## config.mk

```make
export PLATFORM = sky130hd
export DESIGN_NAME = length_prefixed_packet_receiver_core
export DESIGN_NICKNAME = d
export VERILOG_FILES = /design/src/sv/lppr_pkg.sv /design/src/sv/length_prefixed_packet_receiver_core.sv /design/src/sv/lppr_ctrl.sv /design/src/sv/lppr_dp.sv
export SDC_FILE = /design/constraint.sdc
export NUM_CORES = 1
export LEC_CHECK = 0
export BUFFER_PORTS_ARGS = -buffer_cell sky130_fd_sc_hd__buf_2
export CORE_MARGIN = 2
export CORE_UTILIZATION = 60
export CTS_BUF_LIST = sky130_fd_sc_hd__clkbuf_2
export CTS_CLUSTER_DIAMETER = 150
export DETAILED_ROUTE_END_ITERATION = 7
export PLACE_DENSITY = 0.77
export SLEW_MARGIN = 10
export SYNTH_ARGS = -nofsm -noshare
export SYNTH_HDL_FRONTEND = slang
export SYNTH_SLANG_ARGS = --single-unit
```

## constraint.sdc

```tcl
create_clock -name clk -period 6.2 [get_ports clk]
set_input_delay 0 -clock clk [delete_from_list [all_inputs] [get_ports clk]]
set_output_delay 0 -clock clk [all_outputs]
set_load 0.02 [all_outputs]
```

## src/sv/lppr_pkg.sv

```systemverilog
// Package for the length-prefixed packet receiver.
// Holds frame constants, result kinds and the controller/datapath interface types.
// No dependencies.
package lppr_pkg;

	localparam int unsigned MAX_FRAME_BYTES = 64;
	localparam int unsigned STORE_DEPTH     = 64;
	localparam int unsigned ADDR_W          = $clog2(STORE_DEPTH);
	localparam int unsigned HDR_BYTES       = 3;
	localparam int unsigned FRAME_OVERHEAD  = 4;
	localparam int unsigned FLEN_W          = 9;
	localparam int unsigned CNT_W           = 7;
	localparam int unsigned TICK_W          = 16;
	localparam logic [TICK_W-1:0] TIMEOUT_RST = 16'd100;
	localparam int unsigned OUT_DATA_W      = 40;

	typedef enum logic [1:0] {
		KIND_OK   = 2'd0,
		KIND_LEN  = 2'd1,
		KIND_CSUM = 2'd2
	} kind_t;

	typedef enum logic {
		OP_BYTE = 1'b0,
		OP_TICK = 1'b1
	} op_t;

	typedef struct packed {
		logic  tick;
		logic  byte_seen;
		logic  take_first;
		logic  take_header;
		logic  take_payload;
		logic  drop;
		logic  idx_clr;
		logic  idx_inc;
		logic  rd_en;
		logic  load_single;
		logic  load_payload;
		kind_t kind;
	} lppr_cmd_t;

	typedef struct packed {
		logic byte_is_port;
		logic len_too_big;
		logic more_payload;
		logic xor_match;
		logic len_zero;
		logic timed_out;
		logic emit_last;
		logic out_free;
	} lppr_stat_t;

endpackage

```

## src/sv/length_prefixed_packet_receiver_core.sv

```systemverilog
// Top level of the length-prefixed packet receiver.
// Instantiates lppr_ctrl and lppr_dp; depends on lppr_pkg.
//
// Each input beat is a received byte (s_tuser 0) or a time tick (s_tuser 1). A
// frame is command, port, length, payload and XOR checksum. When the checksum
// byte arrives, a good frame with N payload bytes gives N result beats, each
// made by a payload store read and then an output register load, and input
// stays busy until the last beat is loaded, through any m_tready stall; an
// error or an empty payload gives one beat and holds input until it is loaded.
// The output register lets the next input beat in while the last result still
// waits. Length errors (length + 4 > 64) are reported at the length byte; a
// partial frame seeing more than timeout_ticks ticks without a byte is dropped
// with no result. timeout_ticks resets to 100.
module length_prefixed_packet_receiver_core import lppr_pkg::*; (
	input  logic                  clk,
	input  logic                  arst_n,
	input  logic                  cfg_we,
	input  logic [TICK_W-1:0]     cfg_wdata,  // timeout_ticks
	input  logic                  s_tvalid,
	output logic                  s_tready,
	input  logic [7:0]            s_tdata,    // rx_byte
	input  logic                  s_tuser,    // op
	output logic                  m_tvalid,
	input  logic                  m_tready,
	// command[7:0], port[15:8], payload_length[23:16], payload_index[29:24],
	// payload_byte[37:30], zero[39:38]
	output logic [OUT_DATA_W-1:0] m_tdata,
	output logic [1:0]            m_tuser,    // kind
	output logic                  m_tlast     // last
);

	lppr_cmd_t  cmd;
	lppr_stat_t stat;

	lppr_ctrl u_ctrl (
		.clk      (clk),
		.arst_n   (arst_n),
		.s_tvalid (s_tvalid),
		.op       (s_tuser),
		.stat     (stat),
		.s_tready (s_tready),
		.cmd      (cmd)
	);

	lppr_dp u_dp (
		.clk       (clk),
		.arst_n    (arst_n),
		.cfg_we    (cfg_we),
		.cfg_wdata (cfg_wdata),
		.rx_byte   (s_tdata),
		.cmd       (cmd),
		.stat      (stat),
		.m_tready  (m_tready),
		.m_tvalid  (m_tvalid),
		.m_tdata   (m_tdata),
		.m_tuser   (m_tuser),
		.m_tlast   (m_tlast)
	);

	// no result load while the output register holds an untaken beat
	a_load_free: assert property (@(posedge clk) disable iff (!arst_n)
		(cmd.load_single || cmd.load_payload) |-> stat.out_free)
		else $error("result loaded over a pending beat");

	// only payload runs have non-final beats
	a_nonlast_ok: assert property (@(posedge clk) disable iff (!arst_n)
		(m_tvalid && !m_tlast) |-> (m_tuser == KIND_OK))
		else $error("non-final beat with error kind");

	// payload index stays inside the frame's length
	a_index_range: assert property (@(posedge clk) disable iff (!arst_n)
		(m_tvalid && m_tdata[23:16] != 8'd0) |-> ({2'b00, m_tdata[29:24]} < m_tdata[23:16]))
		else $error("payload index beyond length");

	// at most one frame update per cycle
	a_one_update: assert property (@(posedge clk) disable iff (!arst_n)
		$onehot0({cmd.take_first, cmd.take_header, cmd.take_payload, cmd.tick}))
		else $error("conflicting frame updates");

endmodule

```

## src/sv/lppr_ctrl.sv

```systemverilog
// Controller for the packet receiver: frame phase and result sequencing.
// Depends on lppr_pkg; drives lppr_dp through lppr_cmd_t, reads lppr_stat_t.
module lppr_ctrl import lppr_pkg::*; (
	input  logic       clk,
	input  logic       arst_n,
	input  logic       s_tvalid,
	input  logic       op,
	input  lppr_stat_t stat,
	output logic       s_tready,
	output lppr_cmd_t  cmd
);

	typedef enum logic [1:0] {
		PH_IDLE,
		PH_HEADER,
		PH_DATA
	} phase_t;

	typedef enum logic [1:0] {
		SQ_TAKE,
		SQ_ONE,
		SQ_READ,
		SQ_LOAD
	} seq_t;

	phase_t phase_q, phase_d;
	seq_t   seq_q, seq_d;
	kind_t  pend_kind_q, pend_kind_d;
	logic   accept;

	assign s_tready = (seq_q == SQ_TAKE);
	assign accept   = s_tvalid && s_tready;

	always_comb begin
		cmd         = '0;
		cmd.kind    = KIND_OK;
		phase_d     = phase_q;
		seq_d       = seq_q;
		pend_kind_d = pend_kind_q;
		unique case (seq_q)
			SQ_TAKE: begin
				if (accept) begin
					if (op == OP_TICK) begin
						cmd.tick = 1'b1;
						if (stat.timed_out && phase_q != PH_IDLE) begin
							cmd.drop = 1'b1;
							phase_d  = PH_IDLE;
						end
					end else begin
						cmd.byte_seen = 1'b1;
						unique case (phase_q)
							PH_IDLE: begin
								cmd.take_first = 1'b1;
								phase_d        = PH_HEADER;
							end
							PH_HEADER: begin
								cmd.take_header = 1'b1;
								if (!stat.byte_is_port) begin
									if (stat.len_too_big) begin
										cmd.drop    = 1'b1;
										phase_d     = PH_IDLE;
										pend_kind_d = KIND_LEN;
										seq_d       = SQ_ONE;
									end else begin
										phase_d = PH_DATA;
									end
								end
							end
							PH_DATA: begin
								if (stat.more_payload) begin
									cmd.take_payload = 1'b1;
								end else begin
									cmd.drop = 1'b1;
									phase_d  = PH_IDLE;
									if (!stat.xor_match) begin
										pend_kind_d = KIND_CSUM;
										seq_d       = SQ_ONE;
									end else if (stat.len_zero) begin
										pend_kind_d = KIND_OK;
										seq_d       = SQ_ONE;
									end else begin
										cmd.idx_clr = 1'b1;
										seq_d       = SQ_READ;
									end
								end
							end
							default: begin
								cmd.drop = 1'b1;
								phase_d  = PH_IDLE;
							end
						endcase
					end
				end
			end
			SQ_ONE: begin
				if (stat.out_free) begin
					cmd.load_single = 1'b1;
					cmd.kind        = pend_kind_q;
					seq_d           = SQ_TAKE;
				end
			end
			SQ_READ: begin
				cmd.rd_en = 1'b1;
				seq_d     = SQ_LOAD;
			end
			SQ_LOAD: begin
				if (stat.out_free) begin
					cmd.load_payload = 1'b1;
					if (stat.emit_last) begin
						seq_d = SQ_TAKE;
					end else begin
						cmd.idx_inc = 1'b1;
						seq_d       = SQ_READ;
					end
				end
			end
			default: seq_d = SQ_TAKE;
		endcase
	end

	always_ff @(posedge clk or negedge arst_n) begin
		if (!arst_n) begin
			phase_q     <= PH_IDLE;
			seq_q       <= SQ_TAKE;
			pend_kind_q <= KIND_OK;
		end else begin
			phase_q     <= phase_d;
			seq_q       <= seq_d;
			pend_kind_q <= pend_kind_d;
		end
	end

endmodule

```

## src/sv/lppr_dp.sv

```systemverilog
// Datapath for the packet receiver: header registers, XOR, counters,
// payload store and the output register. Depends on lppr_pkg.
module lppr_dp import lppr_pkg::*; (
	input  logic                  clk,
	input  logic                  arst_n,
	input  logic                  cfg_we,
	input  logic [TICK_W-1:0]     cfg_wdata,
	input  logic [7:0]            rx_byte,
	input  lppr_cmd_t             cmd,
	output lppr_stat_t            stat,
	input  logic                  m_tready,
	output logic                  m_tvalid,
	output logic [OUT_DATA_W-1:0] m_tdata,
	output logic [1:0]            m_tuser,
	output logic                  m_tlast
);

	logic [TICK_W-1:0] timeout_q;
	logic [TICK_W-1:0] idle_ticks_q;
	logic [TICK_W-1:0] idle_next;
	logic [CNT_W-1:0]  byte_count_q;
	logic [FLEN_W-1:0] frame_length_q;
	logic [FLEN_W-1:0] len_plus;
	logic [7:0]        held_command_q;
	logic [7:0]        held_port_q;
	logic [7:0]        held_length_q;
	logic [7:0]        running_xor_q;
	logic [ADDR_W-1:0] idx_q;
	logic [ADDR_W-1:0] wr_addr;
	logic [7:0]        store_q [STORE_DEPTH];
	logic [7:0]        rd_data_q;

	logic              out_valid_q;
	kind_t             out_kind_q;
	logic [7:0]        out_command_q;
	logic [7:0]        out_port_q;
	logic [7:0]        out_length_q;
	logic [ADDR_W-1:0] out_index_q;
	logic [7:0]        out_byte_q;
	logic              out_last_q;

	assign idle_next = (idle_ticks_q == '1) ? idle_ticks_q : idle_ticks_q + 1'b1;
	assign len_plus  = {1'b0, rx_byte} + FLEN_W'(FRAME_OVERHEAD);
	assign wr_addr   = ADDR_W'(byte_count_q - CNT_W'(HDR_BYTES));

	always_comb begin
		stat.byte_is_port = (byte_count_q == CNT_W'(1));
		stat.len_too_big  = (len_plus > FLEN_W'(MAX_FRAME_BYTES));
		stat.more_payload = ({2'b0, byte_count_q} + FLEN_W'(1)) < frame_length_q;
		stat.xor_match    = (rx_byte == running_xor_q);
		stat.len_zero     = (held_length_q == 8'd0);
		stat.timed_out    = (idle_next > timeout_q);
		stat.emit_last    = ({3'b0, idx_q} + FLEN_W'(1)) == {1'b0, held_length_q};
		stat.out_free     = !out_valid_q || m_tready;
	end

	always_ff @(posedge clk or negedge arst_n) begin
		if (!arst_n) begin
			timeout_q      <= TIMEOUT_RST;
			idle_ticks_q   <= '0;
			byte_count_q   <= '0;
			frame_length_q <= '0;
			held_command_q <= '0;
			held_port_q    <= '0;
			held_length_q  <= '0;
			running_xor_q  <= '0;
			idx_q          <= '0;
			out_valid_q    <= 1'b0;
		end else begin
			if (cfg_we) begin
				timeout_q <= cfg_wdata;
			end
			if (cmd.tick) begin
				idle_ticks_q <= idle_next;
			end else if (cmd.byte_seen) begin
				idle_ticks_q <= '0;
			end
			if (cmd.take_first) begin
				held_command_q <= rx_byte;
				running_xor_q  <= rx_byte;
				byte_count_q   <= CNT_W'(1);
			end
			if (cmd.take_header) begin
				running_xor_q <= running_xor_q ^ rx_byte;
				if (stat.byte_is_port) begin
					held_port_q  <= rx_byte;
					byte_count_q <= CNT_W'(2);
				end else begin
					held_length_q  <= rx_byte;
					byte_count_q   <= CNT_W'(HDR_BYTES);
					frame_length_q <= len_plus;
				end
			end
			if (cmd.take_payload) begin
				running_xor_q <= running_xor_q ^ rx_byte;
				byte_count_q  <= byte_count_q + 1'b1;
			end
			if (cmd.drop) begin
				byte_count_q   <= '0;
				frame_length_q <= '0;
				running_xor_q  <= '0;
			end
			if (cmd.idx_clr) begin
				idx_q <= '0;
			end else if (cmd.idx_inc) begin
				idx_q <= idx_q + 1'b1;
			end
			if (cmd.load_single || cmd.load_payload) begin
				out_valid_q <= 1'b1;
			end else if (m_tready) begin
				out_valid_q <= 1'b0;
			end
		end
	end

	always_ff @(posedge clk) begin
		if (cmd.take_payload) begin
			store_q[wr_addr] <= rx_byte;
		end
		if (cmd.rd_en) begin
			rd_data_q <= store_q[idx_q];
		end
	end

	always_ff @(posedge clk) begin
		if (cmd.load_single || cmd.load_payload) begin
			out_command_q <= held_command_q;
			out_port_q    <= held_port_q;
			out_length_q  <= held_length_q;
			out_last_q    <= cmd.load_single ? 1'b1 : stat.emit_last;
			out_kind_q    <= cmd.load_single ? cmd.kind : KIND_OK;
			out_index_q   <= cmd.load_single ? '0 : idx_q;
			out_byte_q    <= cmd.load_single ? 8'd0 : rd_data_q;
		end
	end

	assign m_tvalid = out_valid_q;
	assign m_tuser  = out_kind_q;
	assign m_tlast  = out_last_q;
	assign m_tdata  = {2'b00, out_byte_q, out_index_q, out_length_q, out_port_q,
		out_command_q};

endmodule

```

==> metrics <==
status completed; WHS 0.1447 ns; reg2reg setup slack 1.35 ns; EDFF count, synth 561; CTS Buf Count 155; most frequent cell after synthesis edfxtp_1; Port Buffer Count 72; Slew Limit Fails 0; layout overhead on the synthesized area 11.99%; asr flop ratio synth 0.1422; clock sinks 654; Util after Layout 0.6763; Seq/Total Area, Yosys 0.7043; FF+latch area 0.01919 mm2; DRC errors left 0; CP most frequent cell ha_1; WL/cell 25.06 um; first-pass GRT wire length 97.90 mm; Via density 6.276; Yosys top cell area share 0.6187; Worst R2R Start u_dp.byte_count_q[0]$_DFFE_PN0P_; post-route minimum period 4.854 ns; RR Endpoint u_dp.store_q[62][7]$_DFFE_PP_; Total Power 11720 uW; cells after synthesis 1562; Fin. Hold Viols 0; Pwr Density 384.4 mW/mm2; Crit. End Element register; worst-path cell chain ha_1, inv_1, nor3_1, xor2_1, ha_1, a211oi_1, o221ai_1, nor3_2, nand3_1, nor2_1; number of core rows 78; vias post-DR 15990; Hold Path Cell Cnt 5; crit-path max cell delay 0.76 ns; Clock Skew 0.09360 ns; DPL Wire Length 37.18 mm; final global-route overflow total 0; vias in the first global route 16040; CTS root buffer clkbuf_2; Yosys reg bits 654; final period utilization 0.7828; worst-margin pin slew 1.202 ns; largest net degree at the start of global routing 81; post-CTS resize count 0; Worst Hold Launch m_tready; Chip Height 217.0 um; layout cells sized above 1 0.2745; Hold Crit Class primary input to register; Initial Util 0.6039; initial antenna violation count 7; Total GRT Usage 0.2842; synth top area cells edfxtp_1 62%, mux4_2 13%, dfrtp_1 8.3%, ha_1 1.5%, nand2_1 1.5%; worst vdd ir 0.2138 mV; I/O pins 75; synth unique cells 78; unrepaired setup endpoints after global routing false; leak pwr 0.01072 uW; CP Class register to register; Final ANT Viol Nets 0; Final setup viols 0; Die ar. 0.04710 mm2; Final #Nets 1890; Cell Area, Synth 0.02723 mm2; Hold Path End u_dp.m_tvalid$_DFFE_PN0P_; FMAX 206.0 MHz; CP Data Arrival Time 5.76 ns; Worst-path clk slew 0.10 ns; Die Wd 217.0 um; FILL cells 2928; Yosys warnings 0; drt pass-1 iters 6; Top FF cell, synth edfxtp_1; CTS H-tree depth 4; largest area contributor in the netlist edfxtp_1; Post-Route Setup TNS 0 ns; Crit Path Max Fanout 15; Multi-input gate area 0.007495 mm2; Skew-Pair Late Insertion Delay 1.35 ns; Synth Area per Inst 17.43 um2; Critical Path Source Type register; final WL 63.84 mm; Worst path slowest cell nor2_1; path depth of the worst reg2reg path 10; commonest cells in the synthesized netlist 561 x edfxtp_1, 154 x mux4_2, 108 x nand2_1; CTS tree yes; Worst slew margin 0.1990; DR iter-0 viols 2056; core box area 0.04509 mm2; GPL Wtd Cong 0.8982; Max Cap Viol 0; CTS max path bufs 3; Critical Path RT 7.11 ns
## kinds of logic after synthesis
family | share of synthesized area
AOI/OAI and AO/OA | 0.04333
xor gates and xnor gates | 0.01126
adders and majority gates | 0.01516
buffers and inverters | 0.02054
DFF | 0.7043
muxes | 0.1417
other | 0.0001377
and+or+nand+nor | 0.06355
## area by class of cell
| type | instances | share of cell area |
|---|---|---|
| Sequential cell | 654 | 0.6292 |
| Multi-Input combinational cell | 786 | 0.2458 |
| Timing Repair Buffer | 193 | 0.05063 |
| Clock buffer | 229 | 0.03759 |
| Tap cell | 600 | 0.02462 |
| Clock inverter | 43 | 0.007222 |
| Inverter | 37 | 0.004555 |
| Antenna cell | 5 | 0.0004103 |
## how the worst max path moves through the flow
stage                                      from                             to  slack (ns)  depth (start not counted)
2_1_floorplan  u_dp.byte_count_q[0]$_DFFE_PN0P_  u_dp.store_q[13][0]$_DFFE_PP_        2.79                         11
3_3_place_gp   u_dp.byte_count_q[0]$_DFFE_PN0P_   u_dp.store_q[6][0]$_DFFE_PP_        1.78                         10
3_5_place_dp   u_dp.byte_count_q[0]$_DFFE_PN0P_   u_dp.store_q[6][4]$_DFFE_PP_        1.54                         10
4_1_cts        u_dp.byte_count_q[0]$_DFFE_PN0P_  u_dp.store_q[49][7]$_DFFE_PP_        1.53                         10
5_1_grt        u_dp.byte_count_q[0]$_DFFE_PN0P_  u_dp.store_q[49][7]$_DFFE_PP_        1.05                         10
6_report       u_dp.byte_count_q[0]$_DFFE_PN0P_  u_dp.store_q[62][7]$_DFFE_PP_        1.35                         10
## metrics by stage
stage	cell area [um2]	worst slack [ns]	instances
floorplan	27230	2.788	1563
global placement	28070	1.781	2166
detailed placement	28070	1.544	2166
CTS	30480	1.529	2542
global route	30490	1.052	2545
finish	30490	1.346	2547
## flip-flops by register name (all words and copies together) (netlist names), 2 cells and up
signal and cells:
u_dp.idx_q 6, u_dp.out_byte_q 8, u_dp.frame_length_q 9, u_dp.timeout_q 16, u_dp.held_length_q 8, u_dp.rd_data_q 8
u_dp.out_command_q 8, u_dp.byte_count_q 7, u_dp.held_port_q 8, u_dp.out_port_q 8, u_dp.store_q 512, u_dp.held_command_q 8
u_dp.running_xor_q 8, u_dp.out_index_q 6, u_dp.idle_ticks_q 16, u_ctrl.phase_q 2, u_ctrl.seq_q 2, u_dp.out_length_q 8
u_ctrl.pend_kind_q 2, u_dp.m_tuser 2
## critical path: cells and delay by family, from the launching register on
kind / cells / cell delay (ns)
AND/OR/NAND/NOR: 4 / 2.02
AO/OA/AOI/OAI: 2 / 0.84
adder cells (fa/ha/maj): 2 / 0.63
flip-flops: 1 / 0.60
XOR/XNOR: 1 / 0.23
buffers and inverters: 1 / 0.13
## cell usage in the layout, fill, tap and decap left out, types with 18 or more instances in the layout
cell           count
a21oi_1           30
buf_2             71
clkbuf_2         229
clkinv_1          30
dfrtp_1           87
dlygate4sd3_1    104
edfxtp_1         561
ha_1              33
inv_1             35
mux2_2            23
mux4_2           154
nand2_1          108
nand3_1           44
nor2_1           106
o21ai_0           32
xnor2_1           18
## where the power goes
group | leakage [uW] | internal (uW) | total [uW] | switching (uW)
sequential | 0.00624 | 5120 | 5540 | 415
clock | 0.00105 | 1030 | 2700 | 1670
combinational | 0.00343 | 1600 | 3480 | 1880
total | 0.0107 | 7760 | 11700 | 3970
## layer usage
metal	track usage	part of all wire
met5	0	0.00038
met1	0.4017	0.40
met3	0.08428	0.10
met2	0.4208	0.47
met4	0.1176	0.028
## what timing repair did
action	CTS	global route
hold buffers	104	0
endpoints found under the hold margin	741	0
setup buffers	0	0
Power figures use the tool's default switching activity.
